File: src/sv/lpc_pkg.sv
// Shared constants and types for the line position centroid block.
package lpc_pkg;

  localparam int CHANNELS        = 8;
  localparam int FULL_SCALE      = 1023;
  localparam int CENTRE_DIVISOR  = 2;
  localparam int MIN_LEVEL_RESET = 50;

  // Beat and register widths
  localparam int SAMPLE_W    = 10;
  localparam int S_TDATA_W   = 16;
  localparam int POS_W       = 13;
  localparam int M_TDATA_W   = 16;
  localparam int MIN_W       = 10;
  localparam int CFG_W       = 10;
  localparam int CFG_IDX_W   = 1;

  // Register indexes
  localparam logic [CFG_IDX_W-1:0] REG_INVERT    = 1'd0;
  localparam logic [CFG_IDX_W-1:0] REG_MIN_LEVEL = 1'd1;

  // Derived widths
  localparam int FS_W    = $clog2(FULL_SCALE + 1);
  localparam int LVL_W   = (FS_W > SAMPLE_W) ? FS_W : SAMPLE_W;
  localparam int IDX_W   = $clog2(CHANNELS + 1);
  localparam int MUL_BITS = (CHANNELS > 1) ? $clog2(CHANNELS) : 1;
  localparam int ACC_W   = LVL_W + MUL_BITS;
  localparam int WT_W    = LVL_W + FS_W + $clog2(CHANNELS * (CHANNELS - 1) / 2 + 1);
  localparam int LT_W    = $clog2(((1 << LVL_W) - 1) * CHANNELS + 1);
  localparam int CENTRE  = (CHANNELS - 1) * FULL_SCALE / CENTRE_DIVISOR;

  typedef struct packed {
    logic start;
    logic clear;
  } mac_ctl_t;

endpackage

File: src/sv/lpc_mac.sv
// Bit-serial weight accumulator: level times index times full scale.
module lpc_mac
  import lpc_pkg::*;
(
  input  logic                clk,
  input  logic                rst,
  input  mac_ctl_t            ctl,
  input  logic [LVL_W-1:0]    level,
  input  logic [MUL_BITS-1:0] idx,
  output logic                done,
  output logic [WT_W-1:0]     weight_total,
  output logic [LT_W-1:0]     level_total
);

  localparam int CNT_W = $clog2(MUL_BITS + 1);

  logic                busy;
  logic [CNT_W-1:0]    cnt;
  logic [ACC_W-1:0]    acc;
  logic [MUL_BITS-1:0] mplier;
  logic [LVL_W-1:0]    lvl;
  logic [ACC_W-1:0]    addend;
  logic [WT_W-1:0]     prod;

  assign done   = busy && (cnt == CNT_W'(MUL_BITS));
  assign addend = mplier[MUL_BITS-1] ? ACC_W'(lvl) : '0;
  assign prod   = WT_W'(acc) * WT_W'(FULL_SCALE);

  always_ff @(posedge clk) begin
    if (rst || ctl.clear) begin
      busy         <= 1'b0;
      cnt          <= '0;
      weight_total <= '0;
      level_total  <= '0;
    end else if (ctl.start) begin
      busy        <= 1'b1;
      cnt         <= '0;
      acc         <= '0;
      mplier      <= idx;
      lvl         <= level;
      level_total <= level_total + LT_W'(level);
    end else if (busy) begin
      if (done) begin
        // fold the finished product into the weight sum
        weight_total <= weight_total + prod;
        busy         <= 1'b0;
      end else begin
        acc    <= {acc[ACC_W-2:0], 1'b0} + addend;
        mplier <= mplier << 1;
        cnt    <= cnt + CNT_W'(1);
      end
    end
  end

endmodule

File: src/sv/lpc_div.sv
// Restoring divider, one quotient bit per cycle.
module lpc_div
  import lpc_pkg::*;
(
  input  logic            clk,
  input  logic            rst,
  input  logic            start,
  input  logic [WT_W-1:0] dividend,
  input  logic [LT_W-1:0] divisor,
  output logic            done,
  output logic [WT_W-1:0] quotient
);

  localparam int CNT_W = $clog2(WT_W + 1);

  logic             busy;
  logic [CNT_W-1:0] cnt;
  logic [LT_W-1:0]  rem;
  logic [LT_W:0]    shifted;
  logic [LT_W+1:0]  trial;

  assign shifted = {rem, quotient[WT_W-1]};
  assign trial   = {1'b0, shifted} - {2'b00, divisor};

  always_ff @(posedge clk) begin
    if (rst) begin
      busy <= 1'b0;
      done <= 1'b0;
      cnt  <= '0;
    end else begin
      done <= 1'b0;
      if (start) begin
        busy     <= 1'b1;
        cnt      <= '0;
        rem      <= '0;
        quotient <= dividend;
      end else if (busy) begin
        if (!trial[LT_W+1]) begin
          rem      <= trial[LT_W-1:0];
          quotient <= {quotient[WT_W-2:0], 1'b1};
        end else begin
          rem      <= shifted[LT_W-1:0];
          quotient <= {quotient[WT_W-2:0], 1'b0};
        end
        cnt <= cnt + CNT_W'(1);
        if (cnt == CNT_W'(WT_W - 1)) begin
          busy <= 1'b0;
          done <= 1'b1;
        end
      end
    end
  end

endmodule

File: src/sv/line_position_centroid_top.sv
// Top level of the line position centroid block: control, config and output beat.
//
//  port group  | dir | contents
//  ------------+-----+-----------------------------------------------------
//  s_t*        | in  | sample beat: tdata[9:0] sample, tlast = final sample
//  m_t*        | out | result beat: tdata[12:0] position, tuser line_found
//  cfg_*       | in  | register write: index 0 invert_mode, 1 min_level
//
// Steps: a sample that does not count toward the centroid is taken in idle; a
// counted one then runs the bit-serial index multiply in lpc_mac. A last sample
// adds a check, the serial division and its done flag (skipped when no sample
// passed) and the load of the output register. Reset clears the set, the
// registers (min_level to 50) and the output beat. A stalled output holds its
// beat; a new set may be taken meanwhile, and its result waits in the final
// state until the beat drains.
module line_position_centroid_top
  import lpc_pkg::*;
(
  input  logic                 clk,
  input  logic                 rst,
  input  logic                 s_tvalid,
  output logic                 s_tready,
  input  logic [S_TDATA_W-1:0] s_tdata,   // [9:0] sample, rest zero
  input  logic                 s_tlast,
  output logic                 m_tvalid,
  input  logic                 m_tready,
  output logic [M_TDATA_W-1:0] m_tdata,   // [12:0] position (signed), rest zero
  output logic                 m_tuser,   // [0] line_found
  input  logic                 cfg_we,
  input  logic [CFG_IDX_W-1:0] cfg_index,
  input  logic [CFG_W-1:0]     cfg_data
);

  localparam logic [2:0] ST_IDLE = 3'd0;
  localparam logic [2:0] ST_MAC  = 3'd1;
  localparam logic [2:0] ST_FIN  = 3'd2;
  localparam logic [2:0] ST_DIV  = 3'd3;
  localparam logic [2:0] ST_OUT  = 3'd4;

  logic [2:0]       state;
  logic [IDX_W-1:0] idx;
  logic             last_q;
  logic             found_q;
  logic [POS_W-1:0] pos_q;
  logic             invert_mode;
  logic [MIN_W-1:0] min_level;

  logic [SAMPLE_W-1:0] sample;
  logic [LVL_W-1:0]    level;
  logic                in_beat;
  logic                in_range;
  logic                counted;
  logic                out_free;
  mac_ctl_t            mac_ctl;
  logic                mac_done;
  logic [WT_W-1:0]     weight_total;
  logic [LT_W-1:0]     level_total;
  logic                div_start;
  logic                div_done;
  logic [WT_W-1:0]     quotient;
  logic [WT_W-1:0]     pos_full;

  assign sample   = s_tdata[SAMPLE_W-1:0];
  assign s_tready = (state == ST_IDLE);
  assign in_beat  = s_tvalid && s_tready;
  assign in_range = (idx < IDX_W'(CHANNELS));
  assign out_free = !m_tvalid || m_tready;

  // White-line mode: invert against full scale, saturating at zero
  always_comb begin
    if (invert_mode) begin
      if ((LVL_W + 1)'(sample) > (LVL_W + 1)'(FULL_SCALE)) begin
        level = '0;
      end else begin
        level = LVL_W'(FULL_SCALE) - LVL_W'(sample);
      end
    end else begin
      level = LVL_W'(sample);
    end
  end

  assign counted = in_range && (level > LVL_W'(min_level));

  assign mac_ctl.start = in_beat && counted;
  assign mac_ctl.clear = (state == ST_OUT) && out_free;
  assign div_start     = (state == ST_FIN) && (level_total != '0);
  assign pos_full      = quotient - WT_W'(CENTRE);

  lpc_mac u_mac (
    .clk          (clk),
    .rst          (rst),
    .ctl          (mac_ctl),
    .level        (level),
    .idx          (idx[MUL_BITS-1:0]),
    .done         (mac_done),
    .weight_total (weight_total),
    .level_total  (level_total)
  );

  lpc_div u_div (
    .clk      (clk),
    .rst      (rst),
    .start    (div_start),
    .dividend (weight_total),
    .divisor  (level_total),
    .done     (div_done),
    .quotient (quotient)
  );

  // Register writes
  always_ff @(posedge clk) begin
    if (rst) begin
      invert_mode <= 1'b0;
      min_level   <= MIN_W'(MIN_LEVEL_RESET);
    end else if (cfg_we) begin
      case (cfg_index)
        REG_INVERT:    invert_mode <= cfg_data[0];
        REG_MIN_LEVEL: min_level   <= cfg_data[MIN_W-1:0];
        default:       ;
      endcase
    end
  end

  // Sequencer
  always_ff @(posedge clk) begin
    if (rst) begin
      state   <= ST_IDLE;
      idx     <= '0;
      last_q  <= 1'b0;
      found_q <= 1'b0;
    end else begin
      case (state)
        ST_IDLE: begin
          if (in_beat) begin
            // advance the channel index, holding it once the array is full
            if (in_range) begin
              idx <= idx + IDX_W'(1);
            end
            last_q <= s_tlast;
            if (counted) begin
              state <= ST_MAC;
            end else if (s_tlast) begin
              state <= ST_FIN;
            end
          end
        end
        ST_MAC: begin
          if (mac_done) begin
            state <= last_q ? ST_FIN : ST_IDLE;
          end
        end
        ST_FIN: begin
          if (level_total == '0) begin
            // no sample passed: report no line at offset zero
            found_q <= 1'b0;
            pos_q   <= '0;
            state   <= ST_OUT;
          end else begin
            state <= ST_DIV;
          end
        end
        ST_DIV: begin
          if (div_done) begin
            found_q <= 1'b1;
            pos_q   <= pos_full[POS_W-1:0];
            state   <= ST_OUT;
          end
        end
        ST_OUT: begin
          if (out_free) begin
            idx   <= '0;
            state <= ST_IDLE;
          end
        end
        default: state <= ST_IDLE;
      endcase
    end
  end

  // Output register: load when no beat is held or the held one is taken, drop on take-up
  always_ff @(posedge clk) begin
    if (rst) begin
      m_tvalid <= 1'b0;
    end else if ((state == ST_OUT) && out_free) begin
      m_tvalid <= 1'b1;
      m_tdata  <= M_TDATA_W'(pos_q);
      m_tuser  <= found_q;
    end else if (m_tready) begin
      m_tvalid <= 1'b0;
    end
  end

endmodule

File: config.mk
export PLATFORM = sky130hd
export DESIGN_NAME = line_position_centroid_top
export DESIGN_NICKNAME = d
export VERILOG_FILES = /design/src/sv/lpc_pkg.sv /design/src/sv/lpc_mac.sv /design/src/sv/lpc_div.sv /design/src/sv/line_position_centroid_top.sv
export SDC_FILE = /design/constraint.sdc
export NUM_CORES = 1
export LEC_CHECK = 0
export ABC_AREA = 1
export BUFFER_PORTS_ARGS = -buffer_cell sky130_fd_sc_hd__buf_4
export CAP_MARGIN = 0
export CORE_AREA = 2 2 143 145
export CTS_CLUSTER_DIAMETER = 60
export DETAILED_ROUTE_END_ITERATION = 8
export DIE_AREA = 0 0 145 147
export GPL_TIMING_DRIVEN = 1
export PLACE_DENSITY = 0.93
export SLEW_MARGIN = 0
export SYNTH_ARGS = -nofsm -noshare
export SYNTH_HDL_FRONTEND = slang
export SYNTH_SLANG_ARGS = --single-unit
File: constraint.sdc
create_clock -name clk -period 6.4 [get_ports clk]
set_input_delay 0.64 -clock clk [delete_from_list [all_inputs] [get_ports clk]]
set_output_delay 0.64 -clock clk [all_outputs]
set_load 0.01 [all_outputs]
Yosys cells after proc, flatten, opt, wreduce, memory -nomap -nowiden
Index checks and enable logic that the tools add are counted.
- register bits after elaboration: 160
- bits in latches: 0
- memory bits (writable): 0
- memory bits (read-only): 0
- input bits: 33
- output and inout port bits: 19
- memories: 0
- $add $sub $neg: 9
- multipliers: 1
- divide/modulo/power cells: 0
- magnitude comparators: 2
- equality and inequality tests: 14
- shift-type cells: 0
- muxes and demuxes: 40
- bitwise gates (word level): 6
- reductions and logical operators: 33
- operators by type and width (cell ; number):
    $mux W13 ; 6
    $mux W25 ; 2
    $mux W3 ; 10
    $pmux W13 S2 ; 1
    $add A25 B23 Y25 ; 1
    $mul A13 B10 Y23 const B ; 1
    $mux W10 ; 2
    $pmux W3 S5 ; 1
    $sub A14 B13 Y15 ; 1
    $reduce_and A2 Y1 ; 7
    $add A13 B10 Y13 ; 1
    $add A13 B13 Y13 ; 1
    $logic_not A13 Y1 ; 1
    $reduce_bool A13 Y1 ; 1
    $sub A13 B12 Y13 const B ; 1
    $mux W1 ; 12
    $mux W4 ; 3
    $gt A10 B10 Y1 ; 1
    $reduce_bool A2 Y1 ; 5
    $sub A10 B10 Y10 const A ; 1
    $reduce_and A3 Y1 ; 3
    $ne A2 B1 Y1 const B ; 4
    $pmux W4 S2 ; 1
    $reduce_and A4 Y1 ; 2
    other kinds (21) ; 36

Logic depth before layout (Yosys ltp)
- word-level depth: 7
- mapped depth: 26
- mapped depth without buffers: 26

Hierarchy
From an unflattened synthesis, not the netlist that was laid out.
- cell total of the unflattened synthesis: 1678
- area total of the unflattened synthesis: 13041.3 µm²
- modules (own cells, without submodules) (module ; times used ; cells an instance ; area each (µm²)):
    lpc_mac ; 1 ; 1024 ; 7746.2
    lpc_div ; 1 ; 379 ; 2866.5
    line_position_centroid_top ; 1 ; 275 ; 2428.6

Least setup slack after synthesis
OpenSTA, ideal clock, no wires.
- kind: register -> register
- from: register u_mac.acc[9]
- to: register u_mac.weight_total[14]
- library setup time: 0.064 ns
- arrival: 4.521 ns
- required time: 6.336 ns
- setup slack: 1.815 ns
- stages on the path, launching flop included: 20
- path buffers: 0
- clock period less this slack: 4.585 ns
- cells stage by stage: edfxtp_1 -> fa_1 -> inv_1 -> fa_1 -> inv_1 -> fa_1 -> fa_1 -> inv_1 -> fa_1 -> inv_1 -> ha_1 -> nand2_1 -> nor2_1 -> inv_1 -> nor3_1 -> nand2_1 -> nand3_1 -> xor2_1 -> nor2_1 -> nor2_1
- longest elaborated chain between the ends: 2
- ends and longest elaborated chain (item ; line ; text):
    start, declared ; lpc_mac.sv:19 ; logic [ACC_W-1:0] acc;
    start signal, assigned ; lpc_mac.sv:48 ; acc <= {acc[ACC_W-2:0], 1'b0} + addend;
    $mul A13 B10 Y23 ; lpc_mac.sv:27 ; assign prod = WT_W'(acc) * WT_W'(FULL_SCALE);
    $add A25 B23 Y25 ; lpc_mac.sv:45 ; weight_total <= weight_total + prod;
    end signal, assigned ; lpc_mac.sv:45 ;
    end, declared ; lpc_mac.sv:11 ; output logic [WT_W-1:0] weight_total,
No other way between the ends.
A chain may end at the register's enable or synchronous reset.

Worst setup path in the final report
- from: register u_mac.acc[1]
- to: register u_mac.weight_total[14]
The elaborated chain is that of the path after synthesis.

==> run summary <==
The weighted congestion at the end of routability-driven global placement was 0.958. The async set or reset register ratio after synthesis works out to 0. The logs give 21300 µm² for the die area and 1.31 ns for the minimum setup slack after placement. The type of the worst setup path is flop to flop. The total core area is 19800 µm². The number of sinks handled by clock tree synthesis was 160. The fraction of final layout cells sized beyond drive strength 1 is 0.0643. Synthesis produced a netlist whose cell count is 1518.

Dividing the detail-routed via count by the number of cells gives 5.53. The logs give 12400 µm² for the synthesized area and 0 for the max-cap violation count. The number of synthesized flops with an enable pin is 91, and the sum of negative setup slack is 0 ns.

The area growth from synthesis to layout is 9.45%. Highest achievable clock rate: 194 MHz. For the number of max-slew violations in the final report, the log shows 0. The logs give 4 for the number of H-tree levels and 0.331 for the sequential area share after synthesis.

In the layout the commonest cells are 318 x sky130_fd_sc_hd__inv_1, 315 x sky130_fd_sc_hd__nand2_1, 120 x sky130_fd_sc_hd__nor2_1. After detailed routing, the number of remaining DRC violations is 0. The later pin in the worst-skew pair is clocked with a latency of 0.44 ns.

Ranked by total cell area, the synthesized netlist is headed by sky130_fd_sc_hd__edfxtp_1 22%, sky130_fd_sc_hd__fa_1 14%, sky130_fd_sc_hd__dfxtp_1 11%. Clock slew at the register clock pins of the worst setup and hold paths: 0.07 ns. Of all nets on the critical path, the largest fanout is 6. The run finished with clean final reports.

The most instantiated flip-flop cell in the synthesis netlist was sky130_fd_sc_hd__edfxtp_1. Leading area contributor after synthesis: sky130_fd_sc_hd__edfxtp_1. The mean cell area of the mapped netlist is 8.18 µm², and the area fraction of the dominant cell type after synthesis is 0.220. The time the worst path needs with I/O delays and setup came out at 5.16 ns. TritonCTS built the clock tree.

The cell count after placement is 1809, and the overall track demand over capacity in global routing is 0.290. Setup repair after global routing left no endpoint under its margin. Pin count of the biggest net entering global routing: 47.

The clock passes through at most 2 buffers. Total of flip-flops plus latches after synthesis: 160. The run gives 1.24 ns as the worst path setup slack after routing. The final setup violation count was 0.

The logs give 17 for the total CTS buffers and 1416 for the total of fill cells in the finished design. Across all layers, the routed design uses 10200 vias. Leaving out fill and tap cells, the most frequent cell in the layout is sky130_fd_sc_hd__inv_1. Across the routed clock network, the largest skew measured is 0.0178 ns. The first-pass GRT wire length is 49200 µm.

The type of the worst min-delay path was flop to flop. The run gives 1786 as the net count reported at finish. The die outline height is 147 µm, and the count of antenna-violating nets left after detailed routing is 0.

The initialized floorplan defines 52 standard-cell rows. The number of antenna violations at the first check in global routing came out at 0. The critical path required time is 6.76 ns. For the pin with the worst max-slew slack, the measured transition is 1.21 ns. The repair_antennas step left the layout with diodes totalling 0. The final cycle utilization of the critical path was 0.807; the leftover overflow at the end of global routing was 0.

The run gives 52 as the number of top-level pins. CTS root buffer: sky130_fd_sc_hd__clkbuf_16. After synthesis, the netlist uses 41 different library cells.

The first routing iteration left 992 violations. The number of hold-repair buffers added at the cts stage is 0, and the floorplan die width is 145 µm. STA classifies the critical path endpoint as a flop. The run gives 0.191 as the headroom to the max-slew limit. In the final routed layout, each cell accounts on average for 16.4 µm. The total detailed-routing wirelength is 30200 µm, and the via count of the first global-routing pass is 10300. In this run, post-CTS repair resized a total of 0 instances. The arrival time of the worst setup path came out at 5.52 ns. The worst setup path is launched from a flop. During synthesis, Yosys emitted a total of 0 warnings.

The count of final hold-check violations is 0. The initial cell density of the core was 0.626. Port buffering added 42 buffers.

For this run, the detailed router's first-pass iteration total came to 6. Leaving out filler cells and counting taps, the final layout contains 1841. In this run the post-CTS setup repair buffer count came out at 0. Placed wire-length estimate: 22600 µm.
## routing by layer
metal	vias to the layer above	track usage	part of all wire
li1	4866	-	-
met1	4803	0.338	0.39
met2	412	0.515	0.50
met3	108	0.0342	0.053
met4	0	0.175	0.058
met5	-	0	0
## worst paths after layout
| check | from | endpoint | slack [ns] | depth (start not counted) |
|---|---|---|---|---|
| max | u_mac.acc[1]$_SDFFCE_PP0P_ | u_mac.weight_total[14]$_SDFFE_PP0P_ | 1.24 | 21 |
| min | pos_q[9]$_SDFFCE_PN0P_ | m_tdata[9]$_DFFE_PP_ | 0.42 | 0 |
| max reg2reg | u_mac.acc[1]$_SDFFCE_PP0P_ | u_mac.weight_total[14]$_SDFFE_PP0P_ | 1.24 | 21 |
| min reg2reg | pos_q[9]$_SDFFCE_PN0P_ | m_tdata[9]$_DFFE_PP_ | 0.42 | 0 |
## Yosys cell counts (3+ instances only)
master,number
sky130_fd_sc_hd__nand2_1,315
sky130_fd_sc_hd__xor2_1,35
sky130_fd_sc_hd__clkbuf_1,8
sky130_fd_sc_hd__nor2_1,120
sky130_fd_sc_hd__edfxtp_1,91
sky130_fd_sc_hd__and2_1,3
sky130_fd_sc_hd__xnor2_1,17
sky130_fd_sc_hd__nor3_1,17
sky130_fd_sc_hd__nand3_1,50
sky130_fd_sc_hd__a21oi_1,106
sky130_fd_sc_hd__o211ai_1,3
sky130_fd_sc_hd__buf_2,9
sky130_fd_sc_hd__a31oi_1,3
sky130_fd_sc_hd__or2_2,3
sky130_fd_sc_hd__dfxtp_1,69
sky130_fd_sc_hd__o21ai_0,86
sky130_fd_sc_hd__inv_2,7
sky130_fd_sc_hd__ha_1,109
sky130_fd_sc_hd__nand2_2,4
sky130_fd_sc_hd__nand4_1,15
sky130_fd_sc_hd__buf_6,3
sky130_fd_sc_hd__o21bai_1,9
sky130_fd_sc_hd__inv_1,318
sky130_fd_sc_hd__fa_1,86
sky130_fd_sc_hd__o22ai_1,6
sky130_fd_sc_hd__buf_4,5
## critical path: stages (launching register included)
cell and delay [ns]:
sky130_fd_sc_hd__edfxtp_1 0.54, sky130_fd_sc_hd__fa_1 0.64, sky130_fd_sc_hd__nand2_1 0.07, sky130_fd_sc_hd__inv_1 0.12, sky130_fd_sc_hd__nor2_1 0.09, sky130_fd_sc_hd__ha_1 0.17
sky130_fd_sc_hd__or2_2 0.31, sky130_fd_sc_hd__fa_1 0.50, sky130_fd_sc_hd__fa_1 0.54, sky130_fd_sc_hd__inv_1 0.05, sky130_fd_sc_hd__fa_1 0.52, sky130_fd_sc_hd__inv_1 0.04
sky130_fd_sc_hd__ha_1 0.34, sky130_fd_sc_hd__nand2_1 0.12, sky130_fd_sc_hd__nor2_1 0.14, sky130_fd_sc_hd__inv_1 0.06, sky130_fd_sc_hd__nor3_1 0.19, sky130_fd_sc_hd__nand2_1 0.08
sky130_fd_sc_hd__nand3_1 0.09, sky130_fd_sc_hd__xor2_1 0.25, sky130_fd_sc_hd__nor2_1 0.07, sky130_fd_sc_hd__nor2_1 0.16
## sequential cells by signal, summed over array words and instances, names as in the netlist, 2 cells and up
register            flops
u_mac.acc              13
min_level              10
u_mac.level_total      13
state                   3
u_div.quotient         25
u_mac.mplier            3
idx                     4
u_div.cnt               5
m_tdata                13
pos_q                  13
u_mac.lvl              10
u_mac.cnt               2
u_mac.weight_total     25
u_div.rem              13
## cells by family after synthesis
family                   synth area share
AND/OR/NAND/NOR                     0.179
other                            0.000302
adder cells (fa/ha/maj)             0.248
buffers and inverters               0.111
flip-flops                          0.331
AO/OA/AOI/OAI                      0.0936
XOR/XNOR                           0.0367
## through the flow
step | hold slack, ns | instance area (µm²) | util
2_1_floorplan | 0.400 | 12400 | -
3_3_place_gp | 0.404 | 13000 | 0.654
3_5_place_dp | 0.405 | 13000 | 0.654
4_1_cts | 0.418 | 13600 | 0.685
5_1_grt | 0.422 | 13600 | 0.685
6_report | 0.419 | 13600 | 0.685
## layout make-up
type,instances,area [µm²],share of cell area
clock inverters,10,109,0.00801
inverters,326,1230,0.0902
flip-flops and latches,160,4110,0.303
clock buffers,22,517,0.0380
repair buffers,45,338,0.0248
well taps,270,338,0.0248
multi-input cells,1008,6960,0.512
Power is left out: the tool's default activity adds up to more than one toggle a clock period on the data nets, which glitch-free logic cannot reach.
